$ cat src/rtl/jrc_pkg.sv
// ----------------------------------------------------------------------------
// Joystick response curve package
// Widths, register map, reset values and shared types.
// ----------------------------------------------------------------------------
package jrc_pkg;

  localparam int AXIS_W     = 16;
  localparam int MAG_W      = AXIS_W + 1;
  localparam int COEF_W     = 16;
  localparam int DB_W       = 15;
  localparam int ACC_W      = 20;
  localparam int PROD_W     = ACC_W + MAG_W + 1;
  localparam int FRAC_SHIFT = 15;
  localparam int NUM_STEPS  = 4;
  localparam int Y_W        = ACC_W + 3;
  localparam int CFG_ADDR_W = 5;
  localparam int CFG_DATA_W = 32;

  localparam logic signed [PROD_W-1:0] ROUND_HALF = PROD_W'(16384);
  localparam logic signed [Y_W-1:0]    Y_MAX      = Y_W'(32767);
  localparam logic signed [Y_W-1:0]    Y_MIN      = -Y_W'(32768);
  localparam logic signed [AXIS_W-1:0] OUT_MAX    = 16'sh7fff;
  localparam logic signed [AXIS_W-1:0] OUT_MIN    = 16'sh8000;

  localparam logic [2:0] REG_QUARTIC  = 3'd0;
  localparam logic [2:0] REG_CUBIC    = 3'd1;
  localparam logic [2:0] REG_SQUARE   = 3'd2;
  localparam logic [2:0] REG_LINEAR   = 3'd3;
  localparam logic [2:0] REG_OFFSET   = 3'd4;
  localparam logic [2:0] REG_DEADBAND = 3'd5;

  localparam logic signed [COEF_W-1:0] RST_QUARTIC  = 16'sd18639;
  localparam logic signed [COEF_W-1:0] RST_CUBIC    = -16'sd24479;
  localparam logic signed [COEF_W-1:0] RST_SQUARE   = 16'sd10607;
  localparam logic signed [COEF_W-1:0] RST_LINEAR   = -16'sd356;
  localparam logic signed [COEF_W-1:0] RST_OFFSET   = 16'sd374;
  localparam logic [DB_W-1:0]          RST_DEADBAND = 15'd328;

  typedef logic signed [COEF_W-1:0] coef_t;
  typedef logic signed [ACC_W-1:0]  acc_t;

  typedef struct packed {
    coef_t                       quartic;
    coef_t [NUM_STEPS-1:0]       step_coef;
    logic [DB_W-1:0]             deadband;
  } cfg_t;

  typedef struct packed {
    logic             neg;
    logic             dead;
    logic [MAG_W-1:0] mag;
  } sample_t;

  typedef struct packed {
    logic    valid;
    sample_t smp;
    acc_t    acc;
  } horner_t;

endpackage

$ cat src/rtl/jrc_cfg.sv
// ----------------------------------------------------------------------------
// Joystick response curve configuration registers
// APB-style register file holding the five coefficients and the deadband.
// ----------------------------------------------------------------------------
module jrc_cfg import jrc_pkg::*; (
  input  logic                  clk,
  input  logic                  rst_n,
  input  logic                  psel,
  input  logic                  penable,
  input  logic                  pwrite,
  input  logic [CFG_ADDR_W-1:0] paddr,
  input  logic [CFG_DATA_W-1:0] pwdata,
  output logic [CFG_DATA_W-1:0] prdata,
  output logic                  pready,
  output cfg_t                  cfg
);

  coef_t           quartic_r, cubic_r, square_r, linear_r, offset_r;
  logic [DB_W-1:0] deadband_r;
  logic            wr_en;
  logic [2:0]      idx;

  assign pready = 1'b1;
  assign wr_en  = psel & penable & pwrite;
  assign idx    = paddr[CFG_ADDR_W-1:2];

  always_ff @(posedge clk) begin
    if (!rst_n) begin
      quartic_r  <= RST_QUARTIC;
      cubic_r    <= RST_CUBIC;
      square_r   <= RST_SQUARE;
      linear_r   <= RST_LINEAR;
      offset_r   <= RST_OFFSET;
      deadband_r <= RST_DEADBAND;
    end else if (wr_en) begin
      case (idx)
        REG_QUARTIC:  quartic_r  <= pwdata[COEF_W-1:0];
        REG_CUBIC:    cubic_r    <= pwdata[COEF_W-1:0];
        REG_SQUARE:   square_r   <= pwdata[COEF_W-1:0];
        REG_LINEAR:   linear_r   <= pwdata[COEF_W-1:0];
        REG_OFFSET:   offset_r   <= pwdata[COEF_W-1:0];
        REG_DEADBAND: deadband_r <= pwdata[DB_W-1:0];
        default: begin
        end
      endcase
    end
  end

  always_comb begin
    case (idx)
      REG_QUARTIC:  prdata = CFG_DATA_W'(quartic_r);
      REG_CUBIC:    prdata = CFG_DATA_W'(cubic_r);
      REG_SQUARE:   prdata = CFG_DATA_W'(square_r);
      REG_LINEAR:   prdata = CFG_DATA_W'(linear_r);
      REG_OFFSET:   prdata = CFG_DATA_W'(offset_r);
      REG_DEADBAND: prdata = {{(CFG_DATA_W-DB_W){1'b0}}, deadband_r};
      default:      prdata = '0;
    endcase
  end

  assign cfg.quartic   = quartic_r;
  assign cfg.step_coef = {offset_r, linear_r, square_r, cubic_r};
  assign cfg.deadband  = deadband_r;

endmodule

$ cat src/rtl/jrc_front.sv
// ----------------------------------------------------------------------------
// Joystick response curve front end
// Accepts axis samples, splits them into sign and magnitude, flags the
// deadband and holds them in a two-entry queue for the evaluation pipeline.
// ----------------------------------------------------------------------------
module jrc_front import jrc_pkg::*; (
  input  logic              clk,
  input  logic              rst_n,
  input  logic              start,
  input  logic [AXIS_W-1:0] axis_value,
  input  logic [DB_W-1:0]   deadband,
  output logic              busy,
  output logic              q_valid,
  output sample_t           q_item
);

  sample_t    mem_r [2];
  logic       wr_ptr_r, rd_ptr_r;
  logic [1:0] count_r, count_nxt;
  logic       push, pop;
  sample_t    smp;

  always_comb begin
    smp.neg  = axis_value[AXIS_W-1];
    smp.mag  = smp.neg ? (MAG_W'(0) - {axis_value[AXIS_W-1], axis_value})
                       : {1'b0, axis_value};
    smp.dead = smp.mag < {{(MAG_W-DB_W){1'b0}}, deadband};
  end

  assign busy    = (count_r == 2'd2);
  assign push    = start & ~busy;
  assign q_valid = (count_r != 2'd0);
  assign pop     = q_valid;
  assign q_item  = mem_r[rd_ptr_r];

  always_comb begin
    count_nxt = count_r;
    case ({push, pop})
      2'b10:   count_nxt = count_r + 2'd1;
      2'b01:   count_nxt = count_r - 2'd1;
      default: count_nxt = count_r;
    endcase
  end

  always_ff @(posedge clk) begin
    if (!rst_n) begin
      wr_ptr_r <= 1'b0;
      rd_ptr_r <= 1'b0;
      count_r  <= 2'd0;
    end else begin
      count_r <= count_nxt;
      if (push) begin
        wr_ptr_r <= ~wr_ptr_r;
      end
      if (pop) begin
        rd_ptr_r <= ~rd_ptr_r;
      end
    end
  end

  always_ff @(posedge clk) begin
    if (push) begin
      mem_r[wr_ptr_r] <= smp;
    end
  end

endmodule

$ cat src/rtl/jrc_horner_step.sv
// ----------------------------------------------------------------------------
// Joystick response curve Horner step
// One Horner iteration in two stages: multiply the accumulator by the
// magnitude, then round, rescale and add the next coefficient.
// ----------------------------------------------------------------------------
module jrc_horner_step import jrc_pkg::*; (
  input  logic    clk,
  input  logic    rst_n,
  input  horner_t h_in,
  input  coef_t   coef,
  output horner_t h_out
);

  logic                     s1_valid_r;
  sample_t                  s1_smp_r;
  logic signed [PROD_W-1:0] prod_r, prod_nxt;
  logic signed [PROD_W-1:0] rsum, shifted;
  logic                     s2_valid_r;
  sample_t                  s2_smp_r;
  acc_t                     acc_r, acc_nxt;

  assign prod_nxt = h_in.acc * $signed({1'b0, h_in.smp.mag});
  assign rsum     = prod_r + ROUND_HALF;
  assign shifted  = rsum >>> FRAC_SHIFT;
  assign acc_nxt  = $signed(shifted[ACC_W-1:0]) + ACC_W'(coef);

  always_ff @(posedge clk) begin
    if (!rst_n) begin
      s1_valid_r <= 1'b0;
      s2_valid_r <= 1'b0;
    end else begin
      s1_valid_r <= h_in.valid;
      s2_valid_r <= s1_valid_r;
    end
  end

  always_ff @(posedge clk) begin
    s1_smp_r <= h_in.smp;
    prod_r   <= prod_nxt;
    s2_smp_r <= s1_smp_r;
    acc_r    <= acc_nxt;
  end

  assign h_out.valid = s2_valid_r;
  assign h_out.smp   = s2_smp_r;
  assign h_out.acc   = acc_r;

endmodule

$ cat src/rtl/jrc_back.sv
// ----------------------------------------------------------------------------
// Joystick response curve back end
// Evaluates the quartic by a chain of Horner steps, restores the sign,
// zeroes deadband samples, saturates to Q1.15 and registers the result.
// ----------------------------------------------------------------------------
module jrc_back import jrc_pkg::*; (
  input  logic              clk,
  input  logic              rst_n,
  input  logic              q_valid,
  input  sample_t           q_item,
  input  cfg_t              cfg,
  output logic              out_valid,
  output logic [AXIS_W-1:0] out_drive_value,
  output logic              out_clamped
);

  horner_t                chain [NUM_STEPS+1];
  logic signed [Y_W-1:0]  y_abs, y_sgn;
  logic [AXIS_W-1:0]      drive_nxt;
  logic                   clamp_nxt;
  logic                   valid_r;
  logic [AXIS_W-1:0]      drive_r;
  logic                   clamp_r;
  horner_t                last;

  assign chain[0].valid = q_valid;
  assign chain[0].smp   = q_item;
  assign chain[0].acc   = ACC_W'(cfg.quartic);

  for (genvar i = 0; i < NUM_STEPS; i++) begin : g_step
    jrc_horner_step u_step (
      .clk   (clk),
      .rst_n (rst_n),
      .h_in  (chain[i]),
      .coef  (cfg.step_coef[i]),
      .h_out (chain[i+1])
    );
  end

  assign last  = chain[NUM_STEPS];
  assign y_abs = {last.acc, 3'b000};
  assign y_sgn = last.smp.neg ? -y_abs : y_abs;

  always_comb begin
    if (last.smp.dead) begin
      drive_nxt = '0;
      clamp_nxt = 1'b0;
    end else if (y_sgn > Y_MAX) begin
      drive_nxt = OUT_MAX;
      clamp_nxt = 1'b1;
    end else if (y_sgn < Y_MIN) begin
      drive_nxt = OUT_MIN;
      clamp_nxt = 1'b1;
    end else begin
      drive_nxt = y_sgn[AXIS_W-1:0];
      clamp_nxt = 1'b0;
    end
  end

  always_ff @(posedge clk) begin
    if (!rst_n) begin
      valid_r <= 1'b0;
    end else begin
      valid_r <= last.valid;
    end
  end

  always_ff @(posedge clk) begin
    drive_r <= drive_nxt;
    clamp_r <= clamp_nxt;
  end

  assign out_valid       = valid_r;
  assign out_drive_value = drive_r;
  assign out_clamped     = clamp_r;

endmodule

$ cat src/rtl/joystick_response_curve.sv
// ----------------------------------------------------------------------------
// Joystick response curve
// Shapes a Q1.15 joystick axis sample into a saturated Q1.15 drive value
// through a deadband and a programmable quartic with Q4.12 coefficients.
// ----------------------------------------------------------------------------
// The block accepts one sample per clock while busy is low and registers each
// result through the input queue, four two-stage Horner steps and the output
// register. The result is shown for one cycle with out_valid high and must be
// captured then. The user writes coefficients and the deadband over the
// APB-style port only while no sample is in flight, not enforced by the block.
module joystick_response_curve import jrc_pkg::*; (
  input  logic                  clk,
  input  logic                  rst_n,
  input  logic                  start,
  output logic                  busy,
  input  logic [AXIS_W-1:0]     in_axis_value,
  output logic                  out_valid,
  output logic [AXIS_W-1:0]     out_drive_value,
  output logic                  out_clamped,
  input  logic                  psel,
  input  logic                  penable,
  input  logic                  pwrite,
  input  logic [CFG_ADDR_W-1:0] paddr,
  input  logic [CFG_DATA_W-1:0] pwdata,
  output logic [CFG_DATA_W-1:0] prdata,
  output logic                  pready
);

  cfg_t    cfg;
  logic    q_valid;
  sample_t q_item;

  jrc_cfg u_cfg (
    .clk     (clk),
    .rst_n   (rst_n),
    .psel    (psel),
    .penable (penable),
    .pwrite  (pwrite),
    .paddr   (paddr),
    .pwdata  (pwdata),
    .prdata  (prdata),
    .pready  (pready),
    .cfg     (cfg)
  );

  jrc_front u_front (
    .clk        (clk),
    .rst_n      (rst_n),
    .start      (start),
    .axis_value (in_axis_value),
    .deadband   (cfg.deadband),
    .busy       (busy),
    .q_valid    (q_valid),
    .q_item     (q_item)
  );

  jrc_back u_back (
    .clk             (clk),
    .rst_n           (rst_n),
    .q_valid         (q_valid),
    .q_item          (q_item),
    .cfg             (cfg),
    .out_valid       (out_valid),
    .out_drive_value (out_drive_value),
    .out_clamped     (out_clamped)
  );

endmodule

$ cat config.mk
export PLATFORM = sky130hd
export DESIGN_NAME = joystick_response_curve
export DESIGN_NICKNAME = d
export VERILOG_FILES = /design/src/rtl/jrc_pkg.sv /design/src/rtl/jrc_cfg.sv /design/src/rtl/jrc_front.sv /design/src/rtl/jrc_horner_step.sv /design/src/rtl/jrc_back.sv /design/src/rtl/joystick_response_curve.sv
export SDC_FILE = /design/constraint.sdc
export NUM_CORES = 2
export LEC_CHECK = 0
export BUFFER_PORTS_ARGS = -buffer_cell sky130_fd_sc_hd__buf_2
export CAP_MARGIN = 10
export CORE_UTILIZATION = 38
export DETAILED_ROUTE_END_ITERATION = 8
export PLACE_DENSITY = 0.6
export REMOVE_ABC_BUFFERS = 1
export SETUP_SLACK_MARGIN = 0.4
export SLEW_MARGIN = 10
export SYNTH_ARGS = -nofsm -noshare
export SYNTH_HDL_FRONTEND = slang
export SYNTH_SLANG_ARGS = --single-unit
$ cat constraint.sdc
create_clock -name clk -period 16 [get_ports clk]
set_input_delay 0 -clock clk [delete_from_list [all_inputs] [get_ports clk]]
set_output_delay 0 -clock clk [all_outputs]
set_load 0.03 [all_outputs]
==> impl_metrics.py <==
metrics = {
    "sta": {
        "finalCritPeriodShare": 0.503,
        "layout_min_cycle_time_ps": 8050,
        "max_slew_margin": 0.179,
        "hold_viol": 0,
        "fin_worst_skew_ps": 37.8,
        "tns_ps": 0,
        "rsz0062_at_grt": "no",
        "maxSlewViolCount": 0,
        "setup_viol": 0,
        "setup_ws_ps": 7950,
        "worst_pin_slew_ps": 1230,
        "fmaxAchievable_ghz": 0.124,
    },
    "synthesis": {
        "synth_edf_count": 38,
        "yosysMostFrequentCell": "inv_1",
        "netlist_instances": 6633,
        "ys_top_cells_by_count": "inv_1 (1484), fa_1 (1168), nand2_1 (1039), and2_1 (528), ha_1 (470)",
        "synth_top_area_frac": 0.384,
        "syn_avg_cell_area_um2": 9.19,
        "ys_warn_count": 0,
        "synth_ff_type": "dfxtp_1",
        "ys_ff_latch": 443,
        "yosys.area.top_type": "fa_1",
        "synth_cell_types": 73,
        "yosysSeqAreaShare": 0.152,
        "synth_area_leaders": "fa_1 (38%), dfxtp_1 (13%), ha_1 (9.7%)",
        "netlist_area_um2": 60900,
        "ys_async_sr_fraction": 0,
    },
    "final_layout": {
        "fill_cells": 15500,
        "final_cells": 8694,
        "final_nets": 8273,
        "utilization": 0.412,
        "area.growth.synth_to_final_pct": 7.31,
        "drive_gt1_frac": 0.0456,
    },
    "drt": {
        "ant_nets": 0,
        "vias_per_cell": 4.93,
        "drt_drc_violations_left": 0,
        "drt-total-wl_um": 153000,
        "drtIter0Drc": 2439,
        "num_vias": 42900,
        "wl_per_cell_um": 17.6,
        "drtPass1Iterations": 5,
    },
    "run_status": {
        "outcome": "completed",
    },
    "grt": {
        "grt_pass1_wl_um": 250000,
        "grt_pass1_vias": 45700,
        "overflow": 0,
        "grt_max_degree": 105,
        "antenna_found_initial": 8,
        "grt_usage": 0.194,
    },
    "worst_setup_path": {
        "cpMostUsedCell": "fa_1",
        "required_ps": 16530,
        "startpoint_type": "register",
        "cpPeakStageDelay_ps": 890,
        "path_depth": 23,
        "crit_arrival_ps": 8590,
        "crit_path_end_kind": "register",
        "cp_max_fo": 19,
        "cp_top_family": "adder cells",
        "slowest_stage": "dfxtp_1",
        "r2r-end": "u_back.g_step[0].u_step.prod_r[33]",
        "crit_type": "register to register",
        "cp-endpoint": "u_back.g_step[0].u_step.prod_r[33]",
        "critPathBufInv": 5,
        "reg2reg_slack_ps": 7950,
        "worstPathCellList": "mux2_2 > and2_1 > fa_1 > inv_1 > fa_1 > fa_1 > fa_1 > inv_1 > fa_1 > inv_1 > fa_1 > inv_1 > ha_1 > a2111oi_0 > a211o_1 > nand3b_1 > a21boi_0 > buf_4 > a41o_1 > a41o_1 > a211o_1 > a21oi_1 > xnor2_1",
        "r2r_cells": 23,
    },
    "floorplan": {
        "initial_core_util": 0.384,
        "fp.dieW_um": 402,
        "core_um2": 159000,
        "ios": 111,
        "die_h_um": 402,
        "dieArea_um2": 162000,
        "rows": 146,
    },
    "clock_network": {
        "hold_buffers": 35,
        "cts_resized": 0,
        "clock_latency_ps": 610,
        "clkTransAtPathRegs_ps": 60,
        "numCtsBuffers": 50,
        "cts_tree": "built",
        "cts.sinks": 443,
        "cts_htree_levels": 2,
        "root_buffer": "clkbuf_16",
        "cts_setup_buffers": 0,
        "cts.path.max_buffers": 3,
    },
    "run": {
        "maxCapViolCount": 0,
    },
    "worst_hold_path": {
        "min_path_type": "input port to register",
        "hold_path_startpoint": "start",
    },
    "placed_design": {
        "placedCellCount": 8561,
        "gp_congestion": 0.870,
        "portBuffers": 91,
        "dpl_worst_slack_ps": 7890,
        "post-dp-hpwl_um": 120000,
    },
}
[tightest hold or removal path: stages]
cell and delay [ps]:
buf_2 100, nand2_1 100, ha_1 190, or3_1 120
a21boi_0 80
[flip-flops by register name, summed over array words and instances, names as in the netlist, 4 cells and up, named ones only]
| name | cells |
|---|---|
| u_back.g_step.u_step.acc_r | 80 |
| u_back.g_step.u_step.h_out | 59 |
| u_back.g_step.u_step.prod_r | 83 |
| u_back.g_step.u_step.s1_smp_r | 59 |
| u_back.g_step.u_step.s1_valid_r | 4 |
| u_back.g_step.u_step.s2_valid_r | 4 |
| u_back.out_drive_value | 14 |
| u_cfg.cubic_r | 16 |
| u_cfg.deadband_r | 15 |
| u_cfg.linear_r | 16 |
| u_cfg.offset_r | 16 |
| u_cfg.quartic_r | 16 |
| u_cfg.square_r | 16 |
| u_front.mem_r | 38 |
[routing by layer]
layer  global-route usage  up-vias  wire length (um)
met5                    0        -                34
met4               0.0439        6              3380
met3               0.0241      209              9410
met2                0.328     1160             73500
met1                0.265    21900             66400
li1                     -    19600                 -
[cell type report]
type                    instances  area (um2)  area share
multi-input cells            4424       45000       0.688
flip-flops and latches        443        9250       0.141
inverters                    1484        5570      0.0852
well taps                    2072        2590      0.0396
clock buffers                  63        1390      0.0213
repair buffers                173        1160      0.0177
clock inverters                31         442     0.00675
diodes                          4        10.0    0.000153
[cells in the final DEF (no fill, tap or decap), types with 10 or more instances in the layout]
master         Yosys  layout
nor2_1           123     123
xor2_1            93      93
nand2b_1          28      28
or3_1             16      16
buf_4             20      47
o21a_1            24      24
mux2i_1           17      17
clkbuf_16          0      52
inv_1           1484    1484
mux2_2            30      30
xnor2_1          214     214
a21boi_0          60      60
buf_2              0      91
nand3_1          106     106
and2_1           528     528
fa_1            1168    1168
o21bai_1          14      14
dlygate4sd3_1      0      35
o211ai_1          13      13
o21ai_0           63      62
ha_1             470     470
and3_1            33      33
nor3_1            24      23
a22oi_1           10      10
a21oi_1          103     103
a211oi_1          10      10
o22ai_1           11      11
dfxtp_1          405     405
a21o_1            44      44
nand2_1         1039    1039
a211o_1           16      16
edfxtp_1          38      38
or2_2             14      14
a31oi_1           15      15
nand4_1           18      18
nor2b_1           21      21
[cell families after synthesis]
group / synth area share
AND/OR/NAND/NOR: 0.154
buffers and inverters: 0.110
adder cells (fa/ha/maj): 0.480
flip-flops: 0.152
AO/OA/AOI/OAI: 0.0488
XOR/XNOR: 0.0444
multiplexers: 0.0102
other: 0.000123
[how the worst min path moves through the flow]
stage          cells after the start              endpoint
2_1_floorplan                      1      u_cfg.cubic_r[0]
6_report                           5    u_front.count_r[1]
4_1_cts                            5    u_front.count_r[0]
5_1_grt                            4  u_front.mem_r[0][18]
3_3_place_gp                       2      u_front.wr_ptr_r
3_5_place_dp                       2      u_front.wr_ptr_r
[metrics by stage]
step / area [um2] / hold slack (ps)
2_1_floorplan: 59800 / 71.8
3_3_place_gp: 63200 / 287
3_5_place_dp: 63200 / 286
4_1_cts: 65400 / 36.2
5_1_grt: 65400 / 83.4
6_report: 65400 / 55.7
Power is left out: the tool's default activity adds up to more than one toggle a clock period on the data nets, which glitch-free logic cannot reach.
